File: config.mk
export PLATFORM = sky130hd
export DESIGN_NAME = escaped_frame_encoder
export DESIGN_NICKNAME = d
export VERILOG_FILES = /design/src/design/efe_pkg.sv /design/src/design/efe_front.sv /design/src/design/efe_queue.sv /design/src/design/efe_back.sv /design/src/design/escaped_frame_encoder.sv
export SDC_FILE = /design/constraint.sdc
export NUM_CORES = 1
export LEC_CHECK = 0
export ABC_AREA = 0
export BUFFER_PORTS_ARGS = -buffer_cell sky130_fd_sc_hd__buf_2
export CORE_ASPECT_RATIO = 0.8
export CORE_MARGIN = 2
export CORE_UTILIZATION = 35
export DETAILED_ROUTE_END_ITERATION = 6
export GPL_TIMING_DRIVEN = 0
export PLACE_DENSITY = 0.55
export SETUP_SLACK_MARGIN = 0.2
export SLEW_MARGIN = 10
export SYNTH_ARGS = -nofsm -noshare
export SYNTH_HDL_FRONTEND = slang
export SYNTH_SLANG_ARGS = --single-unit
File: constraint.sdc
create_clock -name i_clk -period 4.9 [get_ports i_clk]
set_input_delay 0 -clock i_clk [delete_from_list [all_inputs] [get_ports i_clk]]
set_output_delay 0 -clock i_clk [all_outputs]
set_load 0.01 [all_outputs]
File: src/design/efe_pkg.sv
package efe_pkg;

    // command queue between front and back
    localparam int QDEPTH = 4;
    localparam int QAW    = $clog2(QDEPTH);

    // configuration register indexes
    localparam logic [1:0] CFG_START  = 2'd0;
    localparam logic [1:0] CFG_STOP   = 2'd1;
    localparam logic [1:0] CFG_ESCAPE = 2'd2;

    // reset values of the framing codes
    localparam logic [7:0] START_RST  = 8'd125;
    localparam logic [7:0] STOP_RST   = 8'd126;
    localparam logic [7:0] ESCAPE_RST = 8'd127;

    typedef struct packed {
        logic [7:0] start_code;
        logic [7:0] stop_code;
        logic [7:0] escape_code;
    } t_codes;

    // one classified input word, as handed from front to back
    typedef struct packed {
        logic [7:0] data;    // byte as received
        logic       esc_b;   // byte needs an escape prefix
        logic       last;    // trailer follows
        logic [7:0] cks;     // checksum including this byte
        logic       esc_c;   // checksum needs an escape prefix
    } t_cmd;

    // queue status seen by the other modules
    typedef struct packed {
        logic full;
        logic empty;
    } t_qstat;

    function automatic logic is_special(input logic [7:0] b, input t_codes c);
        return (b == c.start_code) || (b == c.stop_code) || (b == c.escape_code);
    endfunction

endpackage

File: src/design/efe_front.sv
module efe_front (
    input  logic              i_clk,
    input  logic              i_rst_n,
    input  logic              i_accept,
    input  logic [7:0]        i_data_byte,
    input  logic              i_frame_last,
    input  logic              i_cfg_we,
    input  logic [1:0]        i_cfg_index,
    input  logic [7:0]        i_cfg_data,
    output efe_pkg::t_cmd     o_cmd,
    output efe_pkg::t_codes   o_codes
);

    efe_pkg::t_codes r_codes;
    logic [7:0]      r_cks;
    logic            r_at_start;
    logic [7:0]      n_cks;

    // configuration registers; unknown indexes are dropped
    always_ff @(posedge i_clk) begin
        if (!i_rst_n) begin
            r_codes.start_code  <= efe_pkg::START_RST;
            r_codes.stop_code   <= efe_pkg::STOP_RST;
            r_codes.escape_code <= efe_pkg::ESCAPE_RST;
        end else if (i_cfg_we) begin
            case (i_cfg_index)
                efe_pkg::CFG_START:  r_codes.start_code  <= i_cfg_data;
                efe_pkg::CFG_STOP:   r_codes.stop_code   <= i_cfg_data;
                efe_pkg::CFG_ESCAPE: r_codes.escape_code <= i_cfg_data;
                default: ;
            endcase
        end
    end

    // classify the incoming word
    always_comb begin
        n_cks       = r_cks ^ i_data_byte;
        o_cmd.data  = i_data_byte;
        o_cmd.esc_b = !r_at_start && efe_pkg::is_special(i_data_byte, r_codes);
        o_cmd.last  = i_frame_last;
        o_cmd.cks   = n_cks;
        o_cmd.esc_c = efe_pkg::is_special(n_cks, r_codes);
    end

    // running checksum and frame-start flag
    always_ff @(posedge i_clk) begin
        if (!i_rst_n) begin
            r_cks      <= 8'd0;
            r_at_start <= 1'b1;
        end else if (i_accept) begin
            r_cks      <= i_frame_last ? 8'd0 : n_cks;
            r_at_start <= i_frame_last;
        end
    end

    assign o_codes = r_codes;

endmodule

File: src/design/efe_queue.sv
module efe_queue (
    input  logic              i_clk,
    input  logic              i_rst_n,
    input  logic              i_wr,
    input  efe_pkg::t_cmd     i_cmd,
    input  logic              i_rd,
    output efe_pkg::t_cmd     o_head,
    output efe_pkg::t_qstat   o_stat
);

    efe_pkg::t_cmd            r_mem [efe_pkg::QDEPTH];
    logic [efe_pkg::QAW-1:0]  r_wr_ptr;
    logic [efe_pkg::QAW-1:0]  r_rd_ptr;
    logic [efe_pkg::QAW:0]    r_count;

    // storage, no reset on payload
    always_ff @(posedge i_clk) begin
        if (i_wr) begin
            r_mem[r_wr_ptr] <= i_cmd;
        end
    end

    // pointers and fill count
    always_ff @(posedge i_clk) begin
        if (!i_rst_n) begin
            r_wr_ptr <= '0;
            r_rd_ptr <= '0;
            r_count  <= '0;
        end else begin
            if (i_wr) r_wr_ptr <= r_wr_ptr + 1'b1;
            if (i_rd) r_rd_ptr <= r_rd_ptr + 1'b1;
            case ({i_wr, i_rd})
                2'b10:   r_count <= r_count + 1'b1;
                2'b01:   r_count <= r_count - 1'b1;
                default: ;
            endcase
        end
    end

    assign o_head       = r_mem[r_rd_ptr];
    assign o_stat.full  = (r_count == (efe_pkg::QAW+1)'(efe_pkg::QDEPTH));
    assign o_stat.empty = (r_count == '0);

endmodule

File: src/design/efe_back.sv
module efe_back (
    input  logic              i_clk,
    input  logic              i_rst_n,
    input  efe_pkg::t_cmd     i_head,
    input  efe_pkg::t_qstat   i_qstat,
    input  efe_pkg::t_codes   i_codes,
    output logic              o_q_rd,
    input  logic              i_pop,
    output logic              o_empty,
    output logic [7:0]        o_line_byte,
    output logic              o_run_last,
    output logic              o_frame_end
);

    typedef enum logic [4:0] {
        ST_HEAD = 5'b00001,  // first word of the queue head
        ST_BYTE = 5'b00010,  // data byte after its escape
        ST_CESC = 5'b00100,  // escape before checksum
        ST_CKS  = 5'b01000,  // checksum
        ST_STOP = 5'b10000   // stop code
    } t_state;

    t_state     r_state, n_state;
    logic       r_out_valid;
    logic [7:0] r_line;
    logic       r_run_last;
    logic       r_frame_end;

    logic [7:0] w_byte;
    logic       w_last;
    logic       w_end;
    logic       w_done;
    logic       emit_byte;
    logic       advance;

    // a word waits and the output register is free or being drained this cycle
    assign advance = !i_qstat.empty && (!r_out_valid || i_pop);

    // word selection for the current step of the head entry
    always_comb begin
        w_byte    = i_head.data;
        w_last    = 1'b0;
        w_end     = 1'b0;
        w_done    = 1'b0;
        emit_byte = 1'b0;
        n_state   = r_state;
        case (r_state)
            ST_HEAD: begin
                if (i_head.esc_b) begin
                    w_byte  = i_codes.escape_code;
                    n_state = ST_BYTE;
                end else begin
                    emit_byte = 1'b1;
                end
            end
            ST_BYTE: emit_byte = 1'b1;
            ST_CESC: begin
                w_byte  = i_codes.escape_code;
                n_state = ST_CKS;
            end
            ST_CKS: begin
                w_byte  = i_head.cks;
                n_state = ST_STOP;
            end
            ST_STOP: begin
                w_byte  = i_codes.stop_code;
                w_last  = 1'b1;
                w_end   = 1'b1;
                w_done  = 1'b1;
                n_state = ST_HEAD;
            end
            default: n_state = ST_HEAD;
        endcase
        if (emit_byte) begin
            w_byte = i_head.data;
            if (i_head.last) begin
                n_state = i_head.esc_c ? ST_CESC : ST_CKS;
            end else begin
                w_last  = 1'b1;
                w_done  = 1'b1;
                n_state = ST_HEAD;
            end
        end
    end

    // sequencer state
    always_ff @(posedge i_clk) begin
        if (!i_rst_n) begin
            r_state <= ST_HEAD;
        end else if (advance) begin
            r_state <= n_state;
        end
    end

    // output register
    always_ff @(posedge i_clk) begin
        if (!i_rst_n) begin
            r_out_valid <= 1'b0;
        end else if (advance) begin
            r_out_valid <= 1'b1;
        end else if (i_pop) begin
            r_out_valid <= 1'b0;
        end
    end

    always_ff @(posedge i_clk) begin
        if (advance) begin
            r_line      <= w_byte;
            r_run_last  <= w_last;
            r_frame_end <= w_end;
        end
    end

    assign o_q_rd      = advance && w_done;
    assign o_empty     = !r_out_valid;
    assign o_line_byte = r_line;
    assign o_run_last  = r_run_last;
    assign o_frame_end = r_frame_end;

endmodule

File: src/design/escaped_frame_encoder.sv
// Byte-stuffing frame encoder with XOR checksum.
// Input queue side: drive data_byte/frame_last with push; a word is taken when
// push is high and full is low. Bytes of a frame follow one another; the first
// passes unescaped, later ones equal to any framing code get an escape prefix.
// After a word flagged frame_last the block appends the checksum (escaped the
// same way) and the stop code.
// Output queue side: while empty is low the oldest line byte is on the output
// ports; pop takes it. run_last marks the final word caused by one input word,
// frame_end marks the stop code.
// Config: cfg_index 0/1/2 selects start/stop/escape code, written when valid
// and ready are high; ready is always high. Write only while idle.
// A pushed word passes the queue and the output register before its first
// line byte shows. Throughput: one input word per cycle when each yields one
// line byte and pop keeps up; the back sequencer emits one line byte per
// cycle while pop frees the output register, so escapes and trailers (up to
// 5 bytes per word) fill the 4-entry command queue and raise full. Reset:
// codes return to 125/126/127, checksum clears, queues empty. A stalled
// receiver holds the output register; the queue keeps accepting until full.
module escaped_frame_encoder (
    input  logic       i_clk,
    input  logic       i_rst_n,
    input  logic       push,
    output logic       full,
    input  logic [7:0] i_data_byte,
    input  logic       i_frame_last,
    output logic       empty,
    input  logic       pop,
    output logic [7:0] o_line_byte,
    output logic       o_run_last,
    output logic       o_frame_end,
    input  logic       i_cfg_valid,
    output logic       o_cfg_ready,
    input  logic [1:0] i_cfg_index,
    input  logic [7:0] i_cfg_data
);

    efe_pkg::t_cmd    cmd;
    efe_pkg::t_cmd    head;
    efe_pkg::t_codes  codes;
    efe_pkg::t_qstat  qstat;
    logic             accept;
    logic             q_rd;

    assign o_cfg_ready = 1'b1;
    assign full        = qstat.full;
    assign accept      = push && !qstat.full;

    efe_front u_front (
        .i_clk        (i_clk),
        .i_rst_n      (i_rst_n),
        .i_accept     (accept),
        .i_data_byte  (i_data_byte),
        .i_frame_last (i_frame_last),
        .i_cfg_we     (i_cfg_valid),
        .i_cfg_index  (i_cfg_index),
        .i_cfg_data   (i_cfg_data),
        .o_cmd        (cmd),
        .o_codes      (codes)
    );

    efe_queue u_queue (
        .i_clk   (i_clk),
        .i_rst_n (i_rst_n),
        .i_wr    (accept),
        .i_cmd   (cmd),
        .i_rd    (q_rd),
        .o_head  (head),
        .o_stat  (qstat)
    );

    efe_back u_back (
        .i_clk       (i_clk),
        .i_rst_n     (i_rst_n),
        .i_head      (head),
        .i_qstat     (qstat),
        .i_codes     (codes),
        .o_q_rd      (q_rd),
        .i_pop       (pop),
        .o_empty     (empty),
        .o_line_byte (o_line_byte),
        .o_run_last  (o_run_last),
        .o_frame_end (o_frame_end)
    );

    // stop code always closes an input word's run
    a_end_is_last: assert property (@(posedge i_clk) disable iff (!i_rst_n)
        (!empty && o_frame_end) |-> o_run_last)
        else $error("frame_end without run_last");

    // stop word carries the configured stop code
    a_end_is_stop: assert property (@(posedge i_clk) disable iff (!i_rst_n)
        (!empty && o_frame_end) |-> (o_line_byte == codes.stop_code))
        else $error("frame_end word is not the stop code");

    // nothing to deliver right after reset
    a_reset_empty: assert property (@(posedge i_clk) disable iff (!i_rst_n)
        !$past(i_rst_n) |-> (empty && !full))
        else $error("output not empty after reset");

    // queue never read while empty
    a_no_underrun: assert property (@(posedge i_clk) disable iff (!i_rst_n)
        q_rd |-> !qstat.empty)
        else $error("command queue read while empty");

endmodule
==> flow_summary.json, run 1 <==
{
  "status": "finished clean",
  "clk_path_buf_depth": 2,
  "drtAntennaViolNets": 0,
  "clockRootBuffer": "clkbuf_16",
  "n_antenna_cell": 0,
  "cp-end-kind": "flop",
  "synth_area_leaders": "edfxtp_1 (43%), dfxtp_1 (16%), xor2_1 (5.3%), mux4_2 (4.8%), nand2_1 (3.6%)",
  "grt_pass1_wl_mm": 21.9,
  "setup_tns_ns": 0,
  "synthMostInstantiatedCell": "edfxtp_1",
  "wl_mm": 13.9,
  "rrSetupSlack_ns": 1.93,
  "vdd_drop_max_mv": 0.229,
  "synthFlopType": "edfxtp_1",
  "gp_congestion": 0.848,
  "period_needed_ns": 2.97,
  "row_count": 43,
  "ys_top_cells_by_count": "edfxtp_1 (86), nand2_1 (59), dfxtp_1 (48), xor2_1 (37), o21ai_0 (30)",
  "syn_nets": 521,
  "worst_skew_pair.late_latency_ns": 0.41,
  "synth_top_cell_by_area": "edfxtp_1",
  "total_power_w": 0.00366,
  "core_um2": 17200,
  "drt_iter0_drc": 285,
  "setup_violations": 0,
  "ys_types": 52,
  "dieHeight_um": 122,
  "grt_start_max_net_pins": 20,
  "ys_ff_latch": 134,
  "synth_top_area_frac": 0.425,
  "path_cells": "buf_6 > mux4_2 > o21ai_2 > a22oi_2 > nor2b_2 > ha_1 > inv_1 > fa_1 > xor2_1 > or3_1 > a21boi_0",
  "relSlewSlack": 0.273,
  "fin_skew_ns": 0.0107,
  "synth_edf_count": 86,
  "critPathArrivalTime_ns": 3.32,
  "design.die.area_um2": 18400,
  "grt_usage": 0.161,
  "pwr-share-seq": 0.400,
  "switching_share": 0.300,
  "vias": 4024,
  "clock-sinks": 134,
  "slew_viol_final": 0,
  "clkSlewWorstSetupHoldPaths_ns": 0.06,
  "post-route-drc-count": 0,
  "switching_power_w": 0.00110,
  "portBuffers": 34,
  "cts_max_level": 4,
  "vias_per_cell": 5.03,
  "setup.worst_path.start_class": "flop",
  "p_comb_frac": 0.246,
  "critPathKind": "reg2reg",
  "rsz0062_at_grt": "false",
  "power.share.clock": 0.354,
  "max_slew.worst_pin.slew_ns": 1.09,
  "timing.final.crit_share": 0.607,
  "crit_slowest_cell": "mux4_2",
  "cap_viol_max_count": 0,
  "cts_tree": "yes",
  "setup_ws_ns": 1.93,
  "grt_pass1_vias": 4045,
  "dp_hpwl_mm": 9.90,
  "drtPass1Iterations": 5,
  "grt_overflow_total": 0,
  "synthCells": 491,
  "cts_buffers": 17,
  "area_growth_pct": 20.3,
  "cp_max_fo": 10,
  "io_pins": 37,
  "syn-mean-instance-area_um2": 12.4,
  "hold_violations": 0,
  "antenna_found_initial": 0,
  "cts_resized": 0,
  "ys_async_sr_fraction": 0,
  "finish.net_count": 592,
  "powerDensity_nw_per_um2": 501,
  "critPathMaxStageDelay_ns": 0.58,
  "yosys_warnings": 0,
  "netlist_area_um2": 6070,
  "p_leak_nw": 2.60,
  "fmax_mhz": 336,
  "pre_cts_slack_ns": 1.92,
  "worstHoldPathType": "in2reg",
  "ys_seq_area_frac": 0.584,
  "initial_core_util": 0.354,
  "p_int_w": 0.00256,
  "wl_per_cell_um": 17.3,
  "required_ns": 5.24,
  "die_w_um": 151,
  "layout-drive-gt1-share": 0.160
}
through the flow:
stage	hold WS (ns)	cells	instance area, µm²	util
3_3_place_gp	0.230	750	6520	0.380
3_5_place_dp	0.235	750	6520	0.380
5_1_grt	0.0415	800	7300	0.426
4_1_cts	0.0193	800	7300	0.426
2_1_floorplan	0.0989	491	6070	-
6_report	0.00124	800	7300	0.426
placed cells by master (no fill, tap or decap), types with 2 or more instances in the layout:
| cell type | Yosys | final |
|---|---|---|
| a21boi_0 | 16 | 16 |
| a21oi_1 | 3 | 3 |
| a222oi_1 | 8 | 8 |
| and2_1 | 8 | 8 |
| and3_1 | 2 | 2 |
| buf_2 | 5 | 39 |
| buf_4 | 2 | 2 |
| bufinv_16 | 0 | 3 |
| clkbuf_1 | 23 | 24 |
| clkbuf_16 | 0 | 17 |
| clkinv_1 | 1 | 3 |
| clkinvlp_4 | 0 | 4 |
| dfxtp_1 | 48 | 48 |
| dlygate4sd3_1 | 0 | 18 |
| edfxtp_1 | 86 | 86 |
| ha_1 | 5 | 5 |
| inv_1 | 12 | 12 |
| inv_6 | 0 | 5 |
| mux2i_1 | 4 | 4 |
| mux4_1 | 6 | 6 |
| mux4_2 | 13 | 13 |
| nand2_1 | 59 | 59 |
| nand2b_1 | 3 | 3 |
| nand3_1 | 20 | 20 |
| nand3b_1 | 10 | 10 |
| nand4_1 | 5 | 5 |
| nor2_1 | 18 | 18 |
| nor2b_1 | 3 | 3 |
| nor3_1 | 4 | 4 |
| nor3b_1 | 2 | 2 |
| nor4_1 | 9 | 9 |
| o21a_1 | 2 | 2 |
| o21ai_0 | 30 | 30 |
| xnor2_1 | 25 | 25 |
| xor2_1 | 37 | 37 |
state kept, by name (all words and copies together), names as in the netlist, named ones only:
signal / flops
u_back.o_frame_end: 1
u_back.o_line_byte: 8
u_back.o_run_last: 1
u_back.r_out_valid: 1
u_back.r_state: 5
u_front.o_codes: 24
u_front.r_at_start: 1
u_front.r_cks: 8
u_queue.r_count: 3
u_queue.r_mem: 76
u_queue.r_rd_ptr: 2
u_queue.r_wr_ptr: 2
power groups by stage:
stage	logic [W]	clock network (W)	registers, W
after floorplan	0.000593	0	0.00150
after global placement	0.000875	0	0.00148
after detailed placement	0.000888	0	0.00149
after CTS	0.000907	0.00131	0.00147
after global routing	0.000999	0.00137	0.00148
final	0.000900	0.00130	0.00146
layer usage:
layer	wire (µm)	vias to the layer above	global-route usage
met5	0	-	0
met2	6360	76	0.246
met1	6850	2014	0.226
met3	534	10	0.0378
met4	121	0	0.0508
li1	-	1924	-
layout make-up:
cell class                      instances  area [µm²]
Clock inverter                         14         171
Timing Repair Buffer                   52         350
Fill cell                            1598        9860
Sequential cell                       134        3540
Inverter                               13        48.8
Multi-Input combinational cell        312        2340
Buffer                                 32         143
Tap cell                              225         282
Clock buffer                           18         429
cell families (layout without fill, tap and decap cells):
logic type,Yosys count,in the layout,share of synthesized area
buffers and inverters,45,129,0.0315
DFF,134,134,0.584
and+or+nand+nor,150,150,0.123
xor gates and xnor gates,62,62,0.0894
AOI/OAI and AO/OA,70,70,0.0777
muxes,23,23,0.0808
adders and majority gates,6,6,0.0136
other,1,1,0.000618
final timing paths:
path | startpoint | end | depth (start not counted)
worst min-delay path | i_rst_n | u_back.r_state[0] | 2
worst max register to register | flop | u_queue.r_count[2] | 11
worst max-delay path | flop | u_queue.r_count[2] | 11
worst min register to register | u_back.r_out_valid | u_back.r_out_valid | 2
repair_timing:
action	in CTS	in global routing
hold endpoints to repair	61	0
hold buffers	18	0
buffers inserted	0	0
worst max-delay path: cells and delay by family, from the launching register on:
kind                     cells  cell delay [ns]
multiplexers                 1             0.58
buffers and inverters        2             0.23
adder cells (fa/ha/maj)      2             0.62
flip-flops                   1             0.32
AND/OR/NAND/NOR              2             0.53
XOR/XNOR                     1             0.18
AO/OA/AOI/OAI                3             0.45
(Power assumes the default switching activity.)
==> run 2, diff against run 1 <==
--- a/config.mk
+++ b/config.mk
@@ -12,7 +12,7 @@
 export CORE_UTILIZATION = 35
 export DETAILED_ROUTE_END_ITERATION = 6
 export GPL_TIMING_DRIVEN = 0
-export PLACE_DENSITY = 0.55
+export PLACE_DENSITY = 0.57
 export SETUP_SLACK_MARGIN = 0.2
 export SLEW_MARGIN = 10
 export SYNTH_ARGS = -nofsm -noshare
==> constraint.sdc (replaced) <==
create_clock -name i_clk -period 2.4 [get_ports i_clk]
set_input_delay 0 -clock i_clk [delete_from_list [all_inputs] [get_ports i_clk]]
set_output_delay 0 -clock i_clk [all_outputs]
set_load 0.01 [all_outputs]
==> flow_summary.json, run 2 (synthesized netlist as in run 1, its figures left out) <==
{
  "drtPass1Iterations": 5,
  "clkSlewWorstSetupHoldPaths_ns": 0.06,
  "critPathArrivalTime_ns": 3.01,
  "setup.worst_path.start_class": "flop",
  "max_slew.worst_pin.slew_ns": 0.895,
  "mostFrequentLayoutCell": "edfxtp_1",
  "die_w_um": 151,
  "grt_usage": 0.165,
  "r2r_cells": 11,
  "cap_viol_max_count": 0,
  "area_growth_pct": 23.0,
  "core_um2": 17200,
  "powerDensity_nw_per_um2": 1020,
  "relSlewSlack": 0.402,
  "period_needed_ns": 2.67,
  "grt_overflow_total": 0,
  "worst_skew_pair.late_latency_ns": 0.42,
  "dieHeight_um": 122,
  "finish.net_count": 596,
  "grt_pass1_vias": 4040,
  "slew_viol_final": 0,
  "drt_iter0_drc": 358,
  "drtAntennaViolNets": 0,
  "critPathKind": "reg2reg",
  "vias_per_cell": 5.05,
  "vdd_drop_max_mv": 0.563,
  "status": "finished, violations left",
  "cts_tree": "yes",
  "antenna_found_initial": 0,
  "cts_max_level": 4,
  "clk_path_buf_depth": 2,
  "portBuffers": 34,
  "wl_mm": 14.2,
  "layout-drive-gt1-share": 0.204,
  "whs_endpoint": "u_front.o_codes[17]",
  "grt_pass1_wl_mm": 22.2,
  "rrSetupSlack_ns": -0.27,
  "fin_skew_ns": 0.00752,
  "hold_violations": 0,
  "rsz0062_at_grt": "true",
  "cp_max_fo": 3,
  "timing.rr.end": "u_queue.r_count[2]",
  "gp_congestion": 0.890,
  "p_leak_nw": 2.68,
  "hold_start": "i_cfg_index[1]",
  "timing.final.crit_share": 1.11,
  "vias": 4062,
  "setup_ws_ns": -0.266,
  "clockRootBuffer": "clkbuf_16",
  "setup_tns_ns": -0.350,
  "dp_hpwl_mm": 9.83,
  "row_count": 43,
  "largest_reg_flops": 76,
  "io_pins": 37,
  "required_ns": 2.75,
  "clock-sinks": 134,
  "post-route-drc-count": 0,
  "setup_violations": 2,
  "fmax_mhz": 375,
  "design.die.area_um2": 18400,
  "cts_buffers": 17,
  "grt_start_max_net_pins": 20,
  "final_cells": 804,
  "dpl.cell_count": 750,
  "top_register": "u_queue.r_mem",
  "cp-end-kind": "flop",
  "wl_per_cell_um": 17.6,
  "mostFrequentLayoutCells": "edfxtp_1 (86), nand2_1 (59), dfxtp_1 (47)",
  "initial_core_util": 0.354,
  "n_antenna_cell": 0,
  "hold_depth": 4,
  "worstHoldPathType": "in2reg",
  "failed_checks": "negative setup slack"
}
## run 2: cell count changes in the layout (fill, tap and decap cells not counted), moves of 4 or more
cell,delta
xor2_2,+5
xor2_1,-5
clkinv_4,+4
inv_6,-5
clkbuf_1,-5
clkinv_2,+4
buf_4,+6
## run 2: what timing repair did
| item | in CTS | in global routing |
|---|---|---|
| cloned | 0 | 0 |
| resized for setup | 7 | 17 |
| setup endpoints to repair | 4 | 81 |
| pin swaps | 5 | 5 |
| hold buffers | 18 | 0 |
| setup buffers | 5 | 1 |
| hold endpoints to repair | 61 | 0 |
## run 2: cell type report
type                            count  area, µm²
Clock inverter                     12        153
Timing Repair Buffer               59        410
Multi-Input combinational cell    312       2410
Clock buffer                       20        457
Buffer                             29        160
Tap cell                          225        282
Fill cell                        1613       9700
Inverter                           13       52.6
Sequential cell                   134       3540
## run 2: how the worst max path moves through the flow
stage / from / to / slack (ns) / cells after the start
floorplan: flop / u_queue.r_count[2] / -0.20 / 11
global placement: flop / u_queue.r_count[2] / -0.40 / 11
detailed placement: flop / u_queue.r_count[2] / -0.47 / 11
CTS: flop / u_queue.r_count[2] / -0.26 / 11
global route: flop / u_queue.r_count[2] / -0.37 / 11
finish: flop / u_queue.r_count[2] / -0.27 / 11
## run 2: metrics by stage
stage | worst slack (ns) | total power (W) | util | hold slack (ns) | instance area (µm²)
6_report | -0.266 | 0.00765 | 0.435 | 0.0304 | 7470
5_1_grt | -0.372 | 0.00805 | 0.435 | 0.0705 | 7470
4_1_cts | -0.262 | 0.00765 | 0.430 | 0.0224 | 7380
3_5_place_dp | -0.467 | 0.00489 | 0.380 | 0.234 | 6530
3_3_place_gp | -0.397 | 0.00484 | 0.380 | 0.230 | 6530
2_1_floorplan | -0.199 | 0.00428 | - | 0.0989 | 6080
## run 2: metal layers
layer  GRT usage  part of all wire
met1       0.223              0.46
met2       0.257              0.46
met3      0.0479             0.066
met4      0.0508             0.014
met5           0                 0
## run 2: power by group
group	switching [W]	leakage, nW	internal (W)
Clock	0.000974	0.300	0.00169
Combinational	0.00115	1.19	0.000834
Sequential	0.000139	1.19	0.00286
## run 2: critical path: stages (launching register included)
cell	delay [ns]
dfxtp_2	0.34
buf_12	0.11
mux4_2	0.54
o21ai_2	0.19
a22oi_2	0.09
nor2b_2	0.16
ha_2	0.20
inv_2	0.04
fa_2	0.33
xor2_1	0.15
or3_1	0.31
a21boi_1	0.14
==> run 3, diff against run 2 <==
--- a/config.mk
+++ b/config.mk
@@ -12,6 +12,7 @@
 export CORE_UTILIZATION = 35
 export DETAILED_ROUTE_END_ITERATION = 6
 export GPL_TIMING_DRIVEN = 0
+export MAX_ROUTING_LAYER = met4
 export PLACE_DENSITY = 0.57
 export SETUP_SLACK_MARGIN = 0.2
 export SLEW_MARGIN = 10
==> flow_summary.json, run 3 (synthesized netlist as in run 1, its figures left out) <==
{
  "post-route-drc-count": 0,
  "timing.final.crit_share": 1.09,
  "layout-drive-gt1-share": 0.193,
  "p_leak_nw": 2.65,
  "grt_pass1_wl_mm": 22.1,
  "gp_congestion": 0.867,
  "final_cells": 804,
  "final_util": 0.432,
  "setup.worst_path.start_class": "flop",
  "cts_buffers": 17,
  "vdd_drop_max_mv": 0.466,
  "cap_viol_max_count": 0,
  "crit_slowest_cell": "mux4_2",
  "path_cells": "buf_12 > mux4_2 > o21ai_2 > a22oi_2 > nor2b_2 > ha_2 > inv_2 > fa_2 > xor2_1 > or3_1 > a21boi_1",
  "clkSlewWorstSetupHoldPaths_ns": 0.06,
  "wl_per_cell_um": 17.7,
  "failed_checks": "negative setup slack",
  "setup_ws_ns": -0.225,
  "cp_max_fo": 3,
  "total_power_w": 0.00755,
  "relSlewSlack": 0.297,
  "rrSetupSlack_ns": -0.22,
  "wl_mm": 14.3,
  "switching_share": 0.300,
  "top_register": "u_queue.r_mem",
  "required_ns": 2.75,
  "portBuffers": 34,
  "mostFrequentLayoutCell": "edfxtp_1",
  "worst_skew_pair.late_latency_ns": 0.42,
  "cp-end-kind": "flop",
  "drtPass1Iterations": 6,
  "row_count": 43,
  "drt_iter0_drc": 310,
  "worstHoldPathType": "in2reg",
  "finish.net_count": 596,
  "n_antenna_cell": 0,
  "hold_start": "i_rst_n",
  "period_needed_ns": 2.62,
  "design.die.area_um2": 18400,
  "max_slew.worst_pin.slew_ns": 1.05,
  "clk_path_buf_depth": 2,
  "io_pins": 37,
  "largest_reg_flops": 76,
  "drtAntennaViolNets": 0,
  "pwr-share-seq": 0.398,
  "cts_max_level": 4,
  "critPathArrivalTime_ns": 2.97,
  "antenna_found_initial": 0,
  "power.share.clock": 0.343,
  "hold_violations": 0,
  "initial_core_util": 0.354,
  "vias_per_cell": 5.11,
  "pre_cts_slack_ns": -0.456,
  "fillers": 1597,
  "cts_tree": "yes",
  "fin_skew_ns": 0.00729,
  "status": "finished, violations left",
  "dpl.cell_count": 750,
  "vias": 4107,
  "core_um2": 17200,
  "dp_hpwl_mm": 9.93,
  "die_w_um": 151,
  "clock-sinks": 134,
  "critPathMaxStageDelay_ns": 0.54,
  "dieHeight_um": 122,
  "rsz0062_at_grt": "true",
  "area_growth_pct": 22.0,
  "critPathKind": "reg2reg",
  "slew_viol_final": 0,
  "powerDensity_nw_per_um2": 1020,
  "mostFrequentLayoutCells": "edfxtp_1 (86), nand2_1 (59), dfxtp_1 (47)",
  "p_comb_frac": 0.259,
  "grt_pass1_vias": 4038,
  "fmax_mhz": 381,
  "clockRootBuffer": "clkbuf_16",
  "p_int_w": 0.00529,
  "switching_power_w": 0.00226,
  "grt_overflow_total": 0,
  "setup_violations": 2,
  "grt_start_max_net_pins": 20,
  "grt_usage": 0.169
}
==> run 3: per-layer routing <==
metal / GRT usage / vias to the layer above / routed length (µm)
li1: - / 1931 / -
met3: 0.0416 / 19 / 626
met5: - / - / 0
met2: 0.260 / 97 / 6600
met4: 0.0567 / 0 / 229
met1: 0.220 / 2060 / 6810
==> run 3: worst max-delay path, delay by kind of cell (launching register included) <==
family / cells / cell delay [ns]
xor+xnor: 1 / 0.15
compound gates: 3 / 0.38
mux: 1 / 0.54
fa+ha+maj: 2 / 0.52
flops: 1 / 0.35
simple gates: 2 / 0.46
buf+inv: 2 / 0.15
==> run 3: metrics by stage <==
| step | setup TNS, ns | area [µm²] | hold slack (ns) |
|---|---|---|---|
| after floorplan | -0.265 | 6080 | 0.0989 |
| after CTS | -0.312 | 7360 | 0.0104 |
| final | -0.286 | 7410 | 0.0301 |
| after detailed placement | -0.793 | 6530 | 0.237 |
| after global placement | -0.732 | 6530 | 0.227 |
| after global routing | -0.455 | 7410 | 0.0630 |
==> run 3: area by class of cell <==
type                    instances  area, µm²  share of cell area
plain buffers                  31        166              0.0225
clock buffers                  18        429              0.0579
clock inverters                14        160              0.0216
inverters                      13       48.8             0.00659
multi-input cells             312       2390               0.322
flip-flops and latches        134       3540               0.479
well taps                     225        282              0.0380
repair buffers                 57        388              0.0524
==> run 3: worst paths after layout <==
path                         to  cells after the start
min reg2reg  u_back.r_out_valid                      2
max reg2reg  u_queue.r_count[2]                     11
max          u_queue.r_count[2]                     11
min           u_back.r_state[0]                      2
==> run 3: what timing repair did <==
item	in CTS	in global routing
setup buffers	5	0
hold buffers	18	0
endpoints found under the setup margin	5	95
resized for setup	8	10
gates cloned	0	0
pin swaps	4	1
hold endpoints to repair	61	0
==> run 3: power groups by stage <==
stage	clock network [W]	registers, W	logic (W)
2_1_floorplan	0	0.00306	0.00122
3_3_place_gp	0	0.00303	0.00181
3_5_place_dp	0	0.00305	0.00183
4_1_cts	0.00263	0.00301	0.00194
5_1_grt	0.00275	0.00304	0.00214
6_report	0.00259	0.00300	0.00196
